<file path="config.mk">
export PLATFORM = sky130hd
export DESIGN_NAME = cpu_alu_flags_flat
export DESIGN_NICKNAME = d
export VERILOG_FILES = /design/src/sv/caf_pkg.sv /design/src/sv/caf_stream_if.sv /design/src/sv/caf_alu.sv /design/src/sv/cpu_alu_flags.sv /design/src/flat_wrapper.sv
export SDC_FILE = /design/constraint.sdc
export NUM_CORES = 1
export LEC_CHECK = 0
export BUFFER_PORTS_ARGS = -buffer_cell sky130_fd_sc_hd__buf_2
export CAP_MARGIN = 10
export CORE_ASPECT_RATIO = 0.75
export CORE_MARGIN = 5
export CORE_UTILIZATION = 46
export CTS_BUF_LIST = sky130_fd_sc_hd__clkbuf_4
export DETAILED_ROUTE_END_ITERATION = 10
export PLACE_DENSITY = 0.76
export SYNTH_ARGS = -nofsm -noshare
export SYNTH_HDL_FRONTEND = slang
export SYNTH_SLANG_ARGS = --single-unit
</file>
<file path="constraint.sdc">
create_clock -name clk_i -period 5.03 [get_ports clk_i]
set_input_delay 0.503 -clock clk_i [delete_from_list [all_inputs] [get_ports clk_i]]
set_output_delay 0.503 -clock clk_i [all_outputs]
set_load 0.02 [all_outputs]
</file>
<file path="src/sv/caf_pkg.sv">
// Package: operation codes and request/response payload types of the ALU and flag unit.
`default_nettype none
package caf_pkg;

  typedef enum logic [3:0] {
    KIND_ADD   = 4'd0,
    KIND_ADC   = 4'd1,
    KIND_SUB   = 4'd2,
    KIND_SBC   = 4'd3,
    KIND_AND   = 4'd4,
    KIND_XOR   = 4'd5,
    KIND_OR    = 4'd6,
    KIND_CP    = 4'd7,
    KIND_INC   = 4'd8,
    KIND_DEC   = 4'd9,
    KIND_DAA   = 4'd10,
    KIND_CPL   = 4'd11,
    KIND_SCF   = 4'd12,
    KIND_CCF   = 4'd13,
    KIND_ADD16 = 4'd14,
    KIND_ADDSP = 4'd15
  } caf_kind_e;

  // DAA correction constants
  localparam logic [7:0] DaaHiAdj   = 8'h60;
  localparam logic [7:0] DaaLoAdj   = 8'h06;
  localparam logic [7:0] DaaHiLimit = 8'h99;
  localparam logic [3:0] DaaLoLimit = 4'h9;

  typedef struct packed {
    caf_kind_e   kind;
    logic [7:0]  acc;
    logic [7:0]  operand;
    logic [15:0] wide_base;
    logic [15:0] wide_addend;
    logic        zero_in;
    logic        subtract_in;
    logic        half_in;
    logic        carry_in;
  } caf_req_t;

  typedef struct packed {
    logic [15:0] result;
    logic        zero_out;
    logic        subtract_out;
    logic        half_out;
    logic        carry_out;
  } caf_rsp_t;

endpackage
`default_nettype wire

</file>
<file path="src/sv/caf_stream_if.sv">
// Interface: valid/ready stream channel with a typed payload.
`default_nettype none
interface caf_stream_if #(
  parameter type data_t = logic
);
  logic  valid;
  logic  ready;
  data_t data;

  modport source (output valid, output data, input ready);
  modport sink   (input valid, input data, output ready);
endinterface
`default_nettype wire

</file>
<file path="src/sv/caf_alu.sv">
// Module: combinational ALU datapath and flag logic for one request.
`default_nettype none
module caf_alu (
  input  caf_pkg::caf_req_t req_i,
  output caf_pkg::caf_rsp_t rsp_o
);

  logic [7:0]  a;
  logic [7:0]  v;
  logic        cin;
  logic [8:0]  add9;
  logic [4:0]  add_nib;
  logic [8:0]  sub9;
  logic [4:0]  sub_nib;
  logic [7:0]  inc8;
  logic [7:0]  dec8;
  logic [7:0]  daa8;
  logic        daa_c;
  logic [16:0] add17;
  logic [12:0] add_lo12;
  logic [15:0] ofs16;
  logic [8:0]  ofs_byte;
  logic [4:0]  ofs_nib;
  logic [7:0]  byte_r;

  assign a = req_i.acc;
  assign v = req_i.operand;

  // carry-in only for ADC/SBC
  always_comb begin
    case (req_i.kind) inside
      caf_pkg::KIND_ADC, caf_pkg::KIND_SBC: cin = req_i.carry_in;
      default:                              cin = 1'b0;
    endcase
  end

  assign add9    = {1'b0, a} + {1'b0, v} + {8'd0, cin};
  assign add_nib = {1'b0, a[3:0]} + {1'b0, v[3:0]} + {4'd0, cin};
  assign sub9    = {1'b0, a} - {1'b0, v} - {8'd0, cin};
  assign sub_nib = {1'b0, a[3:0]} - {1'b0, v[3:0]} - {4'd0, cin};
  assign inc8    = v + 8'd1;
  assign dec8    = v - 8'd1;

  always_comb begin
    daa8  = a;
    daa_c = req_i.carry_in;
    if (req_i.subtract_in) begin
      if (req_i.carry_in) daa8 = daa8 - caf_pkg::DaaHiAdj;
      if (req_i.half_in)  daa8 = daa8 - caf_pkg::DaaLoAdj;
    end else begin
      if (req_i.carry_in || (a > caf_pkg::DaaHiLimit)) begin
        daa8  = daa8 + caf_pkg::DaaHiAdj;
        daa_c = 1'b1;
      end
      if (req_i.half_in || (a[3:0] > caf_pkg::DaaLoLimit)) daa8 = daa8 + caf_pkg::DaaLoAdj;
    end
  end

  assign add17    = {1'b0, req_i.wide_base} + {1'b0, req_i.wide_addend};
  assign add_lo12 = {1'b0, req_i.wide_base[11:0]} + {1'b0, req_i.wide_addend[11:0]};
  assign ofs16    = req_i.wide_base + {{8{v[7]}}, v};
  assign ofs_byte = {1'b0, req_i.wide_base[7:0]} + {1'b0, v};
  assign ofs_nib  = {1'b0, req_i.wide_base[3:0]} + {1'b0, v[3:0]};

  always_comb begin
    byte_r             = a;
    rsp_o.result       = 16'd0;
    rsp_o.zero_out     = req_i.zero_in;
    rsp_o.subtract_out = req_i.subtract_in;
    rsp_o.half_out     = req_i.half_in;
    rsp_o.carry_out    = req_i.carry_in;
    unique case (req_i.kind) inside
      caf_pkg::KIND_ADD, caf_pkg::KIND_ADC: begin
        byte_r             = add9[7:0];
        rsp_o.subtract_out = 1'b0;
        rsp_o.half_out     = add_nib[4];
        rsp_o.carry_out    = add9[8];
      end
      caf_pkg::KIND_SUB, caf_pkg::KIND_SBC, caf_pkg::KIND_CP: begin
        // CP keeps the accumulator; flags come from the difference
        byte_r             = (req_i.kind == caf_pkg::KIND_CP) ? a : sub9[7:0];
        rsp_o.subtract_out = 1'b1;
        rsp_o.half_out     = sub_nib[4];
        rsp_o.carry_out    = sub9[8];
      end
      caf_pkg::KIND_AND: begin
        byte_r             = a & v;
        rsp_o.subtract_out = 1'b0;
        rsp_o.half_out     = 1'b1;
        rsp_o.carry_out    = 1'b0;
      end
      caf_pkg::KIND_XOR, caf_pkg::KIND_OR: begin
        byte_r             = (req_i.kind == caf_pkg::KIND_XOR) ? (a ^ v) : (a | v);
        rsp_o.subtract_out = 1'b0;
        rsp_o.half_out     = 1'b0;
        rsp_o.carry_out    = 1'b0;
      end
      caf_pkg::KIND_INC: begin
        byte_r             = inc8;
        rsp_o.subtract_out = 1'b0;
        rsp_o.half_out     = (v[3:0] == 4'hf);
      end
      caf_pkg::KIND_DEC: begin
        byte_r             = dec8;
        rsp_o.subtract_out = 1'b1;
        rsp_o.half_out     = (v[3:0] == 4'h0);
      end
      caf_pkg::KIND_DAA: begin
        byte_r          = daa8;
        rsp_o.half_out  = 1'b0;
        rsp_o.carry_out = daa_c;
      end
      caf_pkg::KIND_CPL: begin
        byte_r             = ~a;
        rsp_o.subtract_out = 1'b1;
        rsp_o.half_out     = 1'b1;
      end
      caf_pkg::KIND_SCF, caf_pkg::KIND_CCF: begin
        rsp_o.subtract_out = 1'b0;
        rsp_o.half_out     = 1'b0;
        rsp_o.carry_out    = (req_i.kind == caf_pkg::KIND_SCF) ? 1'b1 : ~req_i.carry_in;
      end
      caf_pkg::KIND_ADD16: begin
        rsp_o.subtract_out = 1'b0;
        rsp_o.half_out     = add_lo12[12];
        rsp_o.carry_out    = add17[16];
      end
      caf_pkg::KIND_ADDSP: begin
        rsp_o.zero_out     = 1'b0;
        rsp_o.subtract_out = 1'b0;
        rsp_o.half_out     = ofs_nib[4];
        rsp_o.carry_out    = ofs_byte[8];
      end
      default: begin
      end
    endcase

    // byte ops: zero-extend; Z from the byte result, but CP takes it from the difference and CPL/SCF/CCF keep it
    case (req_i.kind)
      caf_pkg::KIND_ADD16: rsp_o.result = add17[15:0];
      caf_pkg::KIND_ADDSP: rsp_o.result = ofs16;
      default: begin
        rsp_o.result = {8'd0, byte_r};
        case (req_i.kind) inside
          caf_pkg::KIND_CP:                   rsp_o.zero_out = (sub9[7:0] == 8'd0);
          caf_pkg::KIND_CPL, caf_pkg::KIND_SCF,
          caf_pkg::KIND_CCF:                  rsp_o.zero_out = req_i.zero_in;
          default:                            rsp_o.zero_out = (byte_r == 8'd0);
        endcase
      end
    endcase
  end

endmodule
`default_nettype wire

</file>
<file path="src/sv/cpu_alu_flags.sv">
// Top level: two-register pipeline around the ALU and flag unit.
//
//  channel | dir | payload    | handshake
//  req_i   | in  | caf_req_t  | valid/ready, request taken when both high
//  rsp_o   | out | caf_rsp_t  | valid/ready, result request taken when both high
//
// A request passes the request register, then the result register; one request
// per cycle is accepted, one result request per cycle leaves, while rsp_o.ready stays high.
// The ALU is a single combinational pass between the two registers.
// Reset clears both stage valid bits; payload registers are not reset.
// A stalled result request holds; req_i.ready drops only when both stages are full.
`default_nettype none
module cpu_alu_flags (
  input  wire logic clk_i,
  input  wire logic rst_ni,
  caf_stream_if.sink   req_i,
  caf_stream_if.source rsp_o
);

  caf_pkg::caf_req_t s1_q;
  logic              v1_q;
  caf_pkg::caf_rsp_t rsp_d;
  caf_pkg::caf_rsp_t rsp_q;
  logic              v2_q;
  logic              adv1;
  logic              adv2;

  assign adv2        = !v2_q || rsp_o.ready;
  assign adv1        = !v1_q || adv2;
  assign req_i.ready = adv1;

  always_ff @(posedge clk_i or negedge rst_ni) begin
    if (!rst_ni) begin
      v1_q <= 1'b0;
      v2_q <= 1'b0;
    end else begin
      if (adv1) v1_q <= req_i.valid;
      if (adv2) v2_q <= v1_q;
    end
  end

  always_ff @(posedge clk_i) begin
    if (adv1 && req_i.valid) s1_q <= req_i.data;
    if (adv2 && v1_q)        rsp_q <= rsp_d;
  end

  caf_alu u_alu (
    .req_i (s1_q),
    .rsp_o (rsp_d)
  );

  assign rsp_o.valid = v2_q;
  assign rsp_o.data  = rsp_q;

`ifndef SYNTHESIS
  a_accept_fills_s1: assert property (@(posedge clk_i) disable iff (!rst_ni)
    (req_i.valid && req_i.ready) |=> v1_q)
    else $error("accepted request did not reach stage 1");

  a_full_backpressure: assert property (@(posedge clk_i) disable iff (!rst_ni)
    (v1_q && v2_q && !rsp_o.ready) |-> !req_i.ready)
    else $error("request accepted while pipeline full and stalled");

  a_s1_moves_to_out: assert property (@(posedge clk_i) disable iff (!rst_ni)
    (v1_q && adv2) |=> rsp_o.valid)
    else $error("stage 1 request did not produce a response");
`endif

endmodule
`default_nettype wire

</file>
<file path="src/flat_wrapper.sv">
// flat-port wrapper written by rule: the top's interface ports become plain ports
module cpu_alu_flags_flat import caf_pkg::*;
  (clk_i, rst_ni, req_i_valid, req_i_data, req_i_ready, rsp_o_valid, rsp_o_data, rsp_o_ready);
  caf_stream_if #(.data_t(caf_req_t)) req_i_i ();
  caf_stream_if #(.data_t(caf_rsp_t)) rsp_o_i ();
  input  wire logic clk_i;
  input  wire logic rst_ni;
  input wire logic [$bits(req_i_i.valid)-1:0] req_i_valid;
  input wire logic [$bits(req_i_i.data)-1:0] req_i_data;
  output wire logic [$bits(req_i_i.ready)-1:0] req_i_ready;
  output wire logic [$bits(rsp_o_i.valid)-1:0] rsp_o_valid;
  output wire logic [$bits(rsp_o_i.data)-1:0] rsp_o_data;
  input wire logic [$bits(rsp_o_i.ready)-1:0] rsp_o_ready;
  assign req_i_i.valid = req_i_valid;
  assign req_i_i.data = req_i_data;
  assign req_i_ready = req_i_i.ready;
  assign rsp_o_valid = rsp_o_i.valid;
  assign rsp_o_data = rsp_o_i.data;
  assign rsp_o_i.ready = rsp_o_ready;
  cpu_alu_flags u_core (.clk_i(clk_i), .rst_ni(rst_ni), .req_i(req_i_i), .rsp_o(rsp_o_i));
endmodule
</file>
==> impl_results.md <==
* Number of remaining DRC errors at 0
* Synth unique cells at 70
* Arrival time worst endpoint at 4.39 ns
* Worst hold-check path type: input port to flop
* Power share of the sequential group at 43.8%
* Placer Congestion at 0.968
* Initial Util at between 40% and 50%
* Nets@finish at roughly 900
* Slowest-stage cell, CP: edfxtp_1
* Dpl ws at 1.11 ns
* DP HPWL at roughly 14 mm
* Net count after synthesis at 829
* Die span in x at 149 um
* Register area share after synthesis at 35.2%
* Num rows at 38
* Synth warnings at 0
* Final setup TNS at 0 ns
* Mean post-synth cell area at 9.59 sq um
* Largest net degree at the start of global routing at 57
* Type of origin of the critical path: flop
* Crit path buffers/inverters at 1
* PortBufs at 81
* Worst-Margin Slew at roughly 1.0 ns
* Delay-heaviest family, CP: simple AND/OR/NAND/NOR gates
* Internal Power at approximately 0.0012 W
* Final ANT Viol Nets at 0
* Gr ovfl total at 0
* Worst EP required at 5.30 ns
* Drt wl/cell at 19.1 um
* Top Ports at 82
* Clock Pin Slew Worst Setup and Hold Paths at 0.15 ns
* Clock Power Share at 21.9%
* EDFF count, synth at 76
* Tmin final at 4.11 ns
* Tcrit/Tclk final at 81.7%
* Switch share at between 30% and 40%
* Core box area at 14300 sq um
* Finished Core Util at 51.7%
* Endpoints failing setup at 0
* Full die area at roughly 17000 sq um
* FMAX at 0.243 GHz
* Final Hold Vio Count at 0
* Initial antenna violation count at 1
* Root Driver: clkbuf_4
* Synth area leader: edfxtp_1
* CP Max Fanout at 18
* Global-route wire length before repair at 29.3 mm
* Fraction of final layout cells sized beyond drive strength 1 at 15.8%
* Num Clock Sinks at 78
* RSZ-0062 raised after global routing: no
* Area grow syn2layout at 11.8%
* CTS Buf Count at 9
* P_sw at 0.000683 W
* Cell Pwr Density at 254 nW/um^2
* Drt pass-1 iters at 6
* First DRT Iteration DRCs at 806
* Ordered list of cells on the worst path: nor2_1 -> nand3_1 -> inv_1 -> fa_1 -> ha_1 -> xnor2_1 -> o22a_1 -> o22ai_1 -> or4_1 -> nor4_1 -> o211ai_1 -> o41ai_2
* Synthesized instance count at 691
* Leakage at 3.03 nW
* Max Clock Skew at 0.0156 ns
* Setup CP Type: flop to flop
* Comb pwr share at 34.3%
* Worst VDD drop at 0.138 mV
* Vias in the first global route at 5403
* Chip height at 114 um
* Final worst slack at 0.918 ns
* Total wire length at 18.5 mm
* Slew Viols, Final at 0
* Primary FF master, synth: edfxtp_1
* Main area contributors after synthesis: edfxtp_1, ha_1, a21oi_1, xnor2_1, nor2_1
* Yosys top cell area share at 34.4%
* H-tree Lvls at 3
* Total number of vias at 5837
* Synthesized area at 6630 sq um
* Outcome: completed
* Clock tree buffer depth at 2
* Clk_lat worst skew at 0.44 ns
* Asr flop ratio synth at 2.56%
* Max-Cap Viols at 0
* CP endpoint kind: flop
* Yosys reg bits at 78
* Via density at 6.01
* CP peak stage delay at 0.65 ns
* Relative slew slack at about 31%
* TritonCTS clock tree: yes
* GRT Total Usage at between 20% and 30%
-- flip-flops by register name (all words and copies together), names as in the netlist --
name,count
u_core.rsp_o.data,20
u_core.rsp_o.valid,1
u_core.v1_q,1
u_core.s1_q,56
-- cell usage in the layout (no fill, tap or decap), types with 10 or more instances in the layout --
cell	synthesis	layout
o21bai_1	12	12
inv_1	36	36
nand2_1	38	38
o22ai_1	19	19
nor3_1	22	22
nand3_1	16	16
ha_1	71	71
o21a_1	15	15
nand2b_1	17	17
a211oi_1	12	12
xnor2_1	27	27
nor2_1	50	50
edfxtp_1	76	76
xor2_1	20	20
o21ai_0	35	35
clkbuf_4	0	10
a21o_1	15	15
a21oi_1	48	48
buf_2	2	81
-- synth_stat cells, types with 3 or more instances --
cell and count:
o21a_1 15, buf_1 4, o41ai_1 3, mux2i_1 9
nor4_1 9, a32oi_1 4, or3_1 6, nand2b_1 17
nor2_1 50, nor2b_1 4, o22a_1 4, and2_1 4
o21bai_1 12, ha_1 71, inv_1 36, o31ai_1 5
nand2_1 38, edfxtp_1 76, a21o_1 15, nor3b_1 4
o32ai_1 3, fa_1 7, xor2_1 20, o211ai_1 4
clkbuf_1 21, a31o_2 3, o21ai_0 35, nand3_1 16
a211o_1 3, a211oi_1 12, a21oi_1 48, xnor2_1 27
o22ai_1 19, nor4b_1 5, nor3_1 22, mux2_2 5
a31oi_1 7
-- stage by stage --
stage,instance area [sq um],power [W],instances,hold WS [ns]
after floorplan,6630,0.00129,691,0.207
after global placement,7230,0.00146,953,0.292
after detailed placement,7230,0.00147,953,0.292
after CTS,7390,0.00188,970,0.206
after global routing,7410,0.00199,972,0.196
final,7410,0.00188,972,0.219
-- power groups by stage --
stage / registers, W / clock network (W) / logic [W]
floorplan: 0.000839 / 0 / 0.000451
global placement: 0.000838 / 0 / 0.000624
detailed placement: 0.000839 / 0 / 0.000628
CTS: 0.000824 / 0.000425 / 0.000632
global route: 0.000831 / 0.000451 / 0.000710
finish: 0.000825 / 0.000413 / 0.000645
-- final cells by class --
class,count,area (sq um)
fill,1317,6910
multi-input combinational,546,4030
sequential,78,2330
timing repair buffer,92,495
tap,200,250
inverter,39,146
clock buffer,10,75.1
clock inverter,6,71.3
antenna,1,2.50
-- logic make-up (layout without fill, tap and decap cells) --
kind of cell             Yosys count  after routing  share of synthesized area (%)
buffers and inverters             67            147                           3.95
AO/OA/AOI/OAI                    222            222                           22.8
multiplexers                      14             14                           2.21
flip-flops                        78             78                           35.2
XOR/XNOR                          47             47                           6.21
AND/OR/NAND/NOR                  185            185                           14.1
other                              0              1                              0
adder cells (fa/ha/maj)           78             78                           15.5
-- layer usage --
metal | vias up | track usage [%] | part of all wire, %
met5 | - | 0 | 0
met2 | 323 | 31.2 | 41
met4 | 0 | 4.06 | 1.7
met3 | 34 | 4.73 | 11
met1 | 2697 | 34.3 | 47
li1 | 2783 | - | -
-- worst paths after layout --
kind,cells after the start,to,slack (ns),from
hold reg to reg,1,u_core.rsp_o.valid,0.51,u_core.v1_q
setup reg to reg,12,u_core.rsp_o.data[3],0.92,u_core.s1_q[55]
setup / recovery,12,u_core.rsp_o.data[3],0.92,u_core.s1_q[55]
min in group asynchronous,2,u_core.v1_q,0.35,rst_ni
hold / removal,1,u_core.s1_q[2],0.22,req_i_data[2]
max in group asynchronous,2,u_core.rsp_o.valid,4.59,rst_ni
-- repair_timing --
item / CTS / global route
hold buffers: 1 / 0
setup endpoints to repair: 0 / 0
hold endpoints to repair: 2 / 0
setup buffers: 0 / 0
gates resized for setup: 0 / 0
Power figures use the tool's default switching activity.
